===== config.mk =====
export PLATFORM = sky130hd
export DESIGN_NAME = goertzel_tone_power
export DESIGN_NICKNAME = d
export VERILOG_FILES = /design/src/rtl/gtp_pkg.sv /design/src/rtl/gtp_mul.sv /design/src/rtl/gtp_div.sv /design/src/rtl/goertzel_tone_power.sv
export SDC_FILE = /design/constraint.sdc
export NUM_CORES = 2
export LEC_CHECK = 0
export BUFFER_PORTS_ARGS = -buffer_cell sky130_fd_sc_hd__clkbuf_2
export CAP_MARGIN = 20
export CORE_MARGIN = 1
export CORE_UTILIZATION = 45
export DETAILED_ROUTE_END_ITERATION = 7
export MAX_ROUTING_LAYER = met4
export PLACE_DENSITY = 0.59
export SLEW_MARGIN = 20
export SYNTH_ARGS = -nofsm -noshare
export SYNTH_HDL_FRONTEND = slang
export SYNTH_SLANG_ARGS = --single-unit

===== constraint.sdc =====
create_clock -name clk_i -period 13.4 [get_ports clk_i]
set_input_delay 1.34 -clock clk_i [delete_from_list [all_inputs] [get_ports clk_i]]
set_output_delay 1.34 -clock clk_i [all_outputs]
set_load 0.01 [all_outputs]

===== src/rtl/gtp_pkg.sv =====
// ----------------------------------------------------------------------------
// gtp_pkg
// shared widths, types and register codes of the goertzel tone power block
// ----------------------------------------------------------------------------
`default_nettype none

package gtp_pkg;

  localparam int ACC_WIDTH      = 48;
  localparam int COEF_FRAC_BITS = 14;

  localparam int SMP_W     = 16;
  localparam int COEF_W    = 16;
  localparam int LEN_W     = 16;
  localparam int OUT_W     = 32;
  localparam int CFG_IDX_W = 2;

  localparam int PROD_W   = ACC_WIDTH + COEF_W;
  localparam int POW_W    = 2 * ACC_WIDTH;
  localparam int DVD_W    = POW_W + 1;
  localparam int DVS_W    = 2 * LEN_W;
  localparam int DIG_N    = (ACC_WIDTH + COEF_W - 1) / COEF_W;
  localparam int DIG_W    = DIG_N * COEF_W;
  localparam int SQ_STEPS = 2 * DIG_N;
  localparam int SQ_CNT_W = $clog2(SQ_STEPS + 1);

  typedef enum logic [CFG_IDX_W-1:0] {
    CFG_BLOCK_LENGTH = 2'd0,
    CFG_COS_A        = 2'd1,
    CFG_SIN_A        = 2'd2
  } cfg_idx_e;

  typedef logic signed [ACC_WIDTH-1:0] acc_t;
  typedef logic [ACC_WIDTH-1:0]        acc_mag_t;
  typedef logic [COEF_W-1:0]           coef_mag_t;
  typedef logic [PROD_W-1:0]           prod_t;

  typedef struct packed {
    logic      load;
    logic      neg;
    acc_mag_t  a;
    coef_mag_t b;
  } mul_req_t;

  typedef struct packed {
    logic             start;
    logic [DVD_W-1:0] dividend;
    logic [DVS_W-1:0] divisor;
  } div_req_t;

  typedef struct packed {
    logic             done;
    logic [OUT_W-1:0] quot;
  } div_rsp_t;

endpackage

`default_nettype wire


===== src/rtl/gtp_mul.sv =====
// ----------------------------------------------------------------------------
// gtp_mul
// shared unsigned multiplier with registered product and sign tag
// ----------------------------------------------------------------------------
`default_nettype none

module gtp_mul
  import gtp_pkg::*;
(
  input  logic     clk_i,
  input  mul_req_t req_i,
  output prod_t    prod_o,
  output logic     neg_o
);

  prod_t prod_q;
  logic  neg_q;

  always_ff @(posedge clk_i) begin
    if (req_i.load) begin
      prod_q <= prod_t'(req_i.a) * prod_t'(req_i.b);
      neg_q  <= req_i.neg;
    end
  end

  assign prod_o = prod_q;
  assign neg_o  = neg_q;

endmodule

`default_nettype wire


===== src/rtl/gtp_div.sv =====
// ----------------------------------------------------------------------------
// gtp_div
// restoring divider, one quotient bit per cycle, saturating quotient
// ----------------------------------------------------------------------------
`default_nettype none

module gtp_div
  import gtp_pkg::*;
(
  input  logic     clk_i,
  input  logic     rst_ni,
  input  div_req_t req_i,
  output div_rsp_t rsp_o
);

  localparam int HI_W  = DVD_W - OUT_W;
  localparam int CNT_W = $clog2(OUT_W);

  typedef enum logic [2:0] {
    DV_IDLE = 3'b001,
    DV_CHK  = 3'b010,
    DV_RUN  = 3'b100
  } div_state_e;

  div_state_e         state_q;
  logic [CNT_W-1:0]   cnt_q;
  logic               done_q;
  logic [HI_W-1:0]    hi_q;
  logic [OUT_W-1:0]   lo_q;
  logic [DVS_W-1:0]   dvs_q;

  logic [DVS_W:0]     shl;
  logic [DVS_W:0]     dif;
  logic               ge;
  logic               ovf;

  assign shl = {hi_q[DVS_W-1:0], lo_q[OUT_W-1]};
  assign dif = shl - {1'b0, dvs_q};
  assign ge  = shl >= {1'b0, dvs_q};
  assign ovf = hi_q >= HI_W'(dvs_q);

  always_ff @(posedge clk_i or negedge rst_ni) begin
    if (!rst_ni) begin
      state_q <= DV_IDLE;
      cnt_q   <= '0;
      done_q  <= 1'b0;
    end else begin
      done_q <= 1'b0;
      unique case (state_q)
        DV_IDLE: begin
          if (req_i.start) begin
            state_q <= DV_CHK;
          end
        end
        DV_CHK: begin
          cnt_q <= '0;
          if (ovf) begin
            done_q  <= 1'b1;
            state_q <= DV_IDLE;
          end else begin
            state_q <= DV_RUN;
          end
        end
        DV_RUN: begin
          cnt_q <= cnt_q + 1'b1;
          if (cnt_q == CNT_W'(OUT_W - 1)) begin
            done_q  <= 1'b1;
            state_q <= DV_IDLE;
          end
        end
        default: state_q <= DV_IDLE;
      endcase
    end
  end

  always_ff @(posedge clk_i) begin
    unique case (state_q)
      DV_IDLE: begin
        if (req_i.start) begin
          hi_q  <= req_i.dividend[DVD_W-1:OUT_W];
          lo_q  <= req_i.dividend[OUT_W-1:0];
          dvs_q <= req_i.divisor;
        end
      end
      DV_CHK: begin
        // quotient would not fit, also covers a zero divisor
        if (ovf) begin
          lo_q <= '1;
        end
      end
      DV_RUN: begin
        hi_q[DVS_W-1:0] <= ge ? dif[DVS_W-1:0] : shl[DVS_W-1:0];
        lo_q            <= {lo_q[OUT_W-2:0], ge};
      end
      default: ;
    endcase
  end

  assign rsp_o.done = done_q;
  assign rsp_o.quot = lo_q;

endmodule

`default_nettype wire


===== src/rtl/goertzel_tone_power.sv =====
// ----------------------------------------------------------------------------
// goertzel_tone_power
// goertzel tone detector: per-sample recurrence on one shared multiplier,
// twice the power of the final bin divided by N^2 on a serial divider
// ----------------------------------------------------------------------------
// a sample not flagged last returns from acceptance to ready through the steps
// accept with product on the shared multiplier, round, add and subtract
// a last sample runs to its result through the final bin terms, 6 squaring products,
// N^2, then 33 divider steps; the quotient steps are skipped if the quotient saturates
// reset clears both recurrence states and loads N=205, cos=16384, sin=0
// ----------------------------------------------------------------------------
`default_nettype none

module goertzel_tone_power
  import gtp_pkg::*;
(
  input  logic                    clk_i,
  input  logic                    rst_ni,
  input  logic signed [SMP_W-1:0] sample_i,
  input  logic                    last_i,
  input  logic                    in_valid_i,
  output logic                    in_ready_o,
  output logic [OUT_W-1:0]        strength_o,
  output logic                    out_valid_o,
  input  logic                    out_ready_i,
  input  logic                    cfg_valid_i,
  output logic                    cfg_ready_o,
  input  logic [CFG_IDX_W-1:0]    cfg_index_i,
  input  logic [COEF_W-1:0]       cfg_data_i
);

  typedef enum logic [10:0] {
    ST_IDLE = 11'h001,
    ST_RND  = 11'h002,
    ST_ADD  = 11'h004,
    ST_SUB  = 11'h008,
    ST_RRE  = 11'h010,
    ST_SRE  = 11'h020,
    ST_RIM  = 11'h040,
    ST_SQR  = 11'h080,
    ST_DIVS = 11'h100,
    ST_DIVW = 11'h200,
    ST_OUT  = 11'h400
  } state_e;

  typedef logic signed [ACC_WIDTH:0] wide_t;

  localparam acc_t  ACC_MAX  = acc_t'({1'b0, {(ACC_WIDTH-1){1'b1}}});
  localparam acc_t  ACC_MIN  = acc_t'({1'b1, {(ACC_WIDTH-1){1'b0}}});
  localparam prod_t HALF_FIN = prod_t'(1) << (COEF_FRAC_BITS - 1);
  localparam prod_t HALF_REC = prod_t'(1) << (COEF_FRAC_BITS - 2);

  function automatic acc_t sat_acc(input wide_t v);
    if (v[ACC_WIDTH] != v[ACC_WIDTH-1]) begin
      return v[ACC_WIDTH] ? ACC_MIN : ACC_MAX;
    end
    return acc_t'(v[ACC_WIDTH-1:0]);
  endfunction

  function automatic acc_mag_t mag(input acc_t v);
    return v[ACC_WIDTH-1] ? acc_mag_t'(-v) : acc_mag_t'(v);
  endfunction

  // round half away from zero on the magnitude, clamp to the positive limit
  function automatic acc_mag_t rnd_mag(input prod_t p, input logic fin);
    prod_t sum;
    prod_t q;
    sum = p + (fin ? HALF_FIN : HALF_REC);
    q   = fin ? (sum >> COEF_FRAC_BITS) : (sum >> (COEF_FRAC_BITS - 1));
    return (q > prod_t'(ACC_MAX)) ? acc_mag_t'(ACC_MAX) : q[ACC_WIDTH-1:0];
  endfunction

  function automatic acc_t apply_sign(input acc_mag_t m, input logic neg);
    return neg ? acc_t'(-m) : acc_t'(m);
  endfunction

  state_e                   state_q, state_d;
  logic [LEN_W-1:0]         blk_len_q;
  logic signed [COEF_W-1:0] cos_q, sin_q;
  acc_t                     s1_q, s2_q;
  acc_mag_t                 s1_mag_q;
  logic [SQ_CNT_W-1:0]      sq_cnt_q;
  logic                     out_valid_q;

  logic signed [SMP_W-1:0]  x_q;
  logic                     last_q;
  acc_t                     p_q, t_q, re_q;
  acc_mag_t                 re_mag_q, im_mag_q;
  logic [DIG_W-1:0]         re_dig_q, im_dig_q;
  logic [POW_W-1:0]         pw_q;
  logic [OUT_W-1:0]         res_q, strength_q;

  logic      in_accept;
  logic      out_free;
  logic      sq_end;
  coef_mag_t cos_mag, sin_mag;
  acc_t      s0_c;
  acc_mag_t  re_mag_c, im_mag_c;
  mul_req_t  mreq;
  prod_t     prod;
  logic      mul_neg;
  div_req_t  dreq;
  div_rsp_t  drsp;

  assign in_ready_o  = (state_q == ST_IDLE);
  assign in_accept   = in_valid_i && in_ready_o;
  assign cfg_ready_o = 1'b1;
  assign out_free    = !out_valid_q || out_ready_i;
  assign out_valid_o = out_valid_q;
  assign strength_o  = strength_q;
  assign sq_end      = (sq_cnt_q == SQ_CNT_W'(SQ_STEPS));

  assign cos_mag  = cos_q[COEF_W-1] ? coef_mag_t'(-cos_q) : coef_mag_t'(cos_q);
  assign sin_mag  = sin_q[COEF_W-1] ? coef_mag_t'(-sin_q) : coef_mag_t'(sin_q);
  assign s0_c     = sat_acc(wide_t'(t_q) - wide_t'(s2_q));
  assign re_mag_c = mag(re_q);
  assign im_mag_c = rnd_mag(prod, 1'b1);

  // shared multiplier operand select
  always_comb begin
    mreq.load = 1'b0;
    mreq.neg  = s1_q[ACC_WIDTH-1] ^ cos_q[COEF_W-1];
    mreq.a    = s1_mag_q;
    mreq.b    = cos_mag;
    unique case (state_q)
      ST_IDLE: mreq.load = in_accept;
      ST_RRE: begin
        mreq.load = 1'b1;
        mreq.neg  = s1_q[ACC_WIDTH-1] ^ sin_q[COEF_W-1];
        mreq.b    = sin_mag;
      end
      ST_SQR: begin
        mreq.load = 1'b1;
        if (sq_end) begin
          mreq.a = acc_mag_t'(blk_len_q);
          mreq.b = coef_mag_t'(blk_len_q);
        end else if (sq_cnt_q[0]) begin
          mreq.a = im_mag_q;
          mreq.b = im_dig_q[DIG_W-1 -: COEF_W];
        end else begin
          mreq.a = re_mag_q;
          mreq.b = re_dig_q[DIG_W-1 -: COEF_W];
        end
      end
      ST_RND, ST_ADD, ST_SUB, ST_SRE, ST_RIM, ST_DIVS, ST_DIVW, ST_OUT: ;
      default: ;
    endcase
  end

  gtp_mul u_mul (
    .clk_i  (clk_i),
    .req_i  (mreq),
    .prod_o (prod),
    .neg_o  (mul_neg)
  );

  assign dreq.start    = (state_q == ST_DIVS);
  assign dreq.dividend = {pw_q, 1'b0};
  assign dreq.divisor  = prod[DVS_W-1:0];

  gtp_div u_div (
    .clk_i  (clk_i),
    .rst_ni (rst_ni),
    .req_i  (dreq),
    .rsp_o  (drsp)
  );

  always_comb begin
    state_d = state_q;
    unique case (state_q)
      ST_IDLE: if (in_accept) state_d = ST_RND;
      ST_RND:  state_d = ST_ADD;
      ST_ADD:  state_d = ST_SUB;
      ST_SUB:  state_d = last_q ? ST_RRE : ST_IDLE;
      ST_RRE:  state_d = ST_SRE;
      ST_SRE:  state_d = ST_RIM;
      ST_RIM:  state_d = ST_SQR;
      ST_SQR:  if (sq_end) state_d = ST_DIVS;
      ST_DIVS: state_d = ST_DIVW;
      ST_DIVW: if (drsp.done) state_d = ST_OUT;
      ST_OUT:  if (out_free) state_d = ST_IDLE;
      default: state_d = ST_IDLE;
    endcase
  end

  always_ff @(posedge clk_i or negedge rst_ni) begin
    if (!rst_ni) begin
      state_q     <= ST_IDLE;
      blk_len_q   <= LEN_W'(205);
      cos_q       <= COEF_W'(16384);
      sin_q       <= '0;
      s1_q        <= '0;
      s2_q        <= '0;
      s1_mag_q    <= '0;
      sq_cnt_q    <= '0;
      out_valid_q <= 1'b0;
    end else begin
      state_q <= state_d;

      if (cfg_valid_i) begin
        unique case (cfg_index_i)
          CFG_BLOCK_LENGTH: blk_len_q <= cfg_data_i;
          CFG_COS_A:        cos_q     <= cfg_data_i;
          CFG_SIN_A:        sin_q     <= cfg_data_i;
          default: ;
        endcase
      end

      if (state_q == ST_SUB && !last_q) begin
        s2_q     <= s1_q;
        s1_q     <= s0_c;
        s1_mag_q <= mag(s0_c);
      end else if (state_q == ST_OUT && out_free) begin
        s1_q     <= '0;
        s2_q     <= '0;
        s1_mag_q <= '0;
      end

      if (state_q == ST_RIM) begin
        sq_cnt_q <= '0;
      end else if (state_q == ST_SQR) begin
        sq_cnt_q <= sq_cnt_q + 1'b1;
      end

      if (state_q == ST_OUT && out_free) begin
        out_valid_q <= 1'b1;
      end else if (out_ready_i) begin
        out_valid_q <= 1'b0;
      end
    end
  end

  always_ff @(posedge clk_i) begin
    if (in_accept) begin
      x_q    <= sample_i;
      last_q <= last_i;
    end
    unique case (state_q)
      ST_RND: p_q <= apply_sign(rnd_mag(prod, 1'b0), mul_neg);
      ST_ADD: t_q <= sat_acc(wide_t'(x_q) + wide_t'(p_q));
      ST_SUB: re_q <= s0_c;
      ST_RRE: p_q <= apply_sign(rnd_mag(prod, 1'b1), mul_neg);
      ST_SRE: re_q <= sat_acc(wide_t'(re_q) - wide_t'(p_q));
      ST_RIM: begin
        re_mag_q <= re_mag_c;
        im_mag_q <= im_mag_c;
        re_dig_q <= DIG_W'(re_mag_c);
        im_dig_q <= DIG_W'(im_mag_c);
        pw_q     <= '0;
      end
      ST_SQR: begin
        // horner over digits: shift before each re product, plain add for im
        if (!sq_end) begin
          if (sq_cnt_q[0]) begin
            im_dig_q <= im_dig_q << COEF_W;
          end else begin
            re_dig_q <= re_dig_q << COEF_W;
          end
        end
        if (sq_cnt_q != '0) begin
          if (sq_cnt_q[0]) begin
            pw_q <= (pw_q << COEF_W) + POW_W'(prod);
          end else begin
            pw_q <= pw_q + POW_W'(prod);
          end
        end
      end
      ST_DIVW: if (drsp.done) res_q <= drsp.quot;
      ST_OUT:  if (out_free) strength_q <= res_q;
      ST_IDLE, ST_DIVS: ;
      default: ;
    endcase
  end

  a_state_shift: assert property (@(posedge clk_i) disable iff (!rst_ni)
    (state_q == ST_SUB && !last_q) |=> (s2_q == $past(s1_q)))
    else $error("recurrence state did not shift");

  a_mag_track: assert property (@(posedge clk_i) disable iff (!rst_ni)
    s1_mag_q == mag(s1_q))
    else $error("stored magnitude out of step with state");

  a_div_done: assert property (@(posedge clk_i) disable iff (!rst_ni)
    drsp.done |-> (state_q == ST_DIVW))
    else $error("divider finished outside its wait state");

  a_block_clear: assert property (@(posedge clk_i) disable iff (!rst_ni)
    (state_q == ST_OUT && out_free) |=> (s1_q == '0 && s2_q == '0 && out_valid_o))
    else $error("block end did not clear state or post the transaction");

endmodule

`default_nettype wire

==> impl_metrics.yaml <==
status:
  status: "complete, but fails checks"
  failed_checks: "design-rule violations"
setup_path:
  cp_slowest_cell: "dfrtp_4"
  r2r_cells: 31
  cp-start-kind: "flip-flop"
  required_ns: 13.91
  reg2reg_to: "u_mul.prod_o[57]$_DFFE_PP_"
  crit_path_max_fanout: 49
  r2r_setup_slack_ns: 2.71
  path_common_cell: "fa_1"
  critPathLaunch: "sq_cnt_q[0]$_DFFE_PN0P_"
  r2r-start: "sq_cnt_q[0]$_DFFE_PN0P_"
  crit_end: "u_mul.prod_o[57]$_DFFE_PP_"
  critical_path_class: "flip-flop to flip-flop"
  endpoint_kind: "flip-flop"
  arrival_ns: 11.20
  cpPeakStageDelay_ns: 0.73
floorplan:
  start_util_pct: 45.30
  dieWidth_um: 442.3
  pin_count: 75
  core_sq_um: 192600
  die_h_um: 442.3
  row_count: 161
  dieArea_sq_um: 195600
global_routing:
  grt_max_degree: 132
  grt_use_total_pct: 35.54
  antenna_found_initial: 32
  grt_pass1_wl_um: 498300
  gr-total-overflow: 0
  grt_pass1_vias: 72566
cells_and_area:
  final_common_cell: "nand2_1"
  drive_gt1_share_pct: 7.107
  layout_common_cells: "1248 x nand2_1, 1015 x inv_1, 707 x edfxtp_1"
  final_area_sq_um: 94620
  area_growth_pct: 8.470
  nets: 10685
  fillCellCount: 18404
clock_tree:
  clockBufferDepth: 3
  holdBufCountCts: 0
  cts_setup_buffers: 0
  root_buffer: "clkbuf_16"
  cts_max_level: 3
  cts_sinks: 922
  clk_latency_ns: 0.79
  cts_buffers: 110
  path_clk_slew_ns: 0.06
  cts_resized: 0
  cts_tree: "yes"
sta:
  slew_headroom_pct: 14.49
  tns_ns: 0
  rsz0062_at_grt: "false"
  worstMarginPinSlew_ns: 1.278
  period_share_pct: 79.76
  hold_viol: 0
  max_freq_mhz: 93.56
  hold_slack_ns: 0.4165
  finalCriticalPeriod_ns: 10.69
  finalMaxSlewViolations: 0
  setup_viol: 0
  finClkSkew_ns: 0.06090
place:
  port_buffers: 73
  place_congestion: 1.032
  hpwl_um: 262600
  place_area_sq_um: 90740
synth:
  synth_cells: 9659
  syn_area_sq_um: 87230
  synth_seq_cells: 922
  ys_warn_count: 0
  ys_types: 110
  postSynth.asyncResetShare_pct: 23.32
  synth_ff_type: "edfxtp_1"
  synth_enable_flop_cells: 707
  avgSynthCellArea_sq_um: 9.031
  synth_fp_nets: 10816
  yosysSeqAreaShare_pct: 30.52
routing:
  viasPerCell: 6.191
  ant_nets: 0
  drc: 1
  dr.pass1.iters: 8
  vias: 75354
  wirelength_um: 343000
  dr.first_iter.drc_count: 8237
  drt-wirelength-per-cell_um: 28.18
worst_hold_path:
  min_path_type: "flip-flop to flip-flop"
run:
  cap_violations: 0
-- per-layer routing --
layer  GRT usage, %  vias up  routed length [um]
li1               -    33209                   -
met1          48.96    38005              146700
met2          52.74     3608              151700
met3          7.226      532               33920
met4          10.41        0               10680
met5              -        -                   0
-- state kept, by name (all words and copies together), names as in the netlist, 5 cells and up --
signal,cells
re_q,48
state_q,11
t_q,48
x_q,16
pw_q,96
u_mul.prod_o,64
cos_q,16
s1_q,48
re_dig_q,48
im_mag_q,48
strength_o,32
u_div.hi_q,65
re_mag_q,48
u_div.cnt_q,5
s1_mag_q,47
u_div.dvs_q,32
im_dig_q,48
res_q,32
sin_q,16
s2_q,48
p_q,48
blk_len_q,16
u_div.lo_q,32
-- cells in the mapped netlist (216+ instances only) --
cell type / number / share of area (%)
a21o_1: 269 / 2.3
a21oi_1: 576 / 3.3
and2_1: 227 / 1.6
clkbuf_1: 440 / 1.9
edfxtp_1: 707 / 24
fa_1: 648 / 15
ha_1: 469 / 6.7
inv_1: 1017 / 4.4
nand2_1: 1251 / 5.4
nand3_1: 221 / 1.3
nor2_1: 641 / 2.8
o21ai_0: 499 / 2.9
xnor2_1: 359 / 3.6
xor2_1: 216 / 2.2
-- area by class of cell --
cell class | count | area [sq um] | area share, %
Clock buffer | 140 | 3072 | 3.246
Inverter | 1022 | 3839 | 4.057
Multi-Input combinational cell | 7216 | 55390 | 58.55
Timing Repair Buffer | 256 | 1794 | 1.896
Clock inverter | 68 | 681.9 | 0.7207
Antenna cell | 21 | 52.55 | 0.05554
Sequential cell | 922 | 26620 | 28.14
Tap cell | 2526 | 3161 | 3.340
-- stage by stage --
step	util [%]	setup WS [ns]	cells
floorplan	-	3.333	9659
global placement	47.11	2.809	11940
detailed placement	47.12	2.746	11940
CTS	49.07	2.696	12148
global route	49.12	2.214	12165
finish	49.13	2.712	12171
-- worst min path at each step --
| stage | startpoint | endpoint | slack (ns) | depth (start not counted) |
|---|---|---|---|---|
| finish | res_q[18]$_DFFE_PP_ | strength_o[18]$_DFFE_PP_ | 0.42 | 0 |
| global route | res_q[10]$_DFFE_PP_ | strength_o[10]$_DFFE_PP_ | 0.43 | 0 |
| CTS | res_q[18]$_DFFE_PP_ | strength_o[18]$_DFFE_PP_ | 0.42 | 0 |
| detailed placement | res_q[25]$_DFFE_PP_ | strength_o[25]$_DFFE_PP_ | 0.40 | 0 |
| global placement | res_q[29]$_DFFE_PP_ | strength_o[29]$_DFFE_PP_ | 0.41 | 0 |
| floorplan | res_q[0]$_DFFE_PP_ | strength_o[0]$_DFFE_PP_ | 0.40 | 0 |
-- cell families after synthesis --
logic type	synth area share, %
and+or+nand+nor	17.27
xor gates and xnor gates	5.773
other	0.008609
muxes	2.014
adders and majority gates	22.02
buffers and inverters	6.577
AOI/OAI and AO/OA	15.82
DFF	30.52
-- worst max-delay path, delay by kind of cell (launching register included) --
family,cells,cell delay [ns]
compound gates,10,3.32
xor+xnor,1,0.14
fa+ha+maj,8,3.89
buf+inv,7,1.19
flops,1,0.73
simple gates,5,1.09
Power is left out: the tool's default activity adds up to more than one toggle a clock period on the data nets, which glitch-free logic cannot reach.
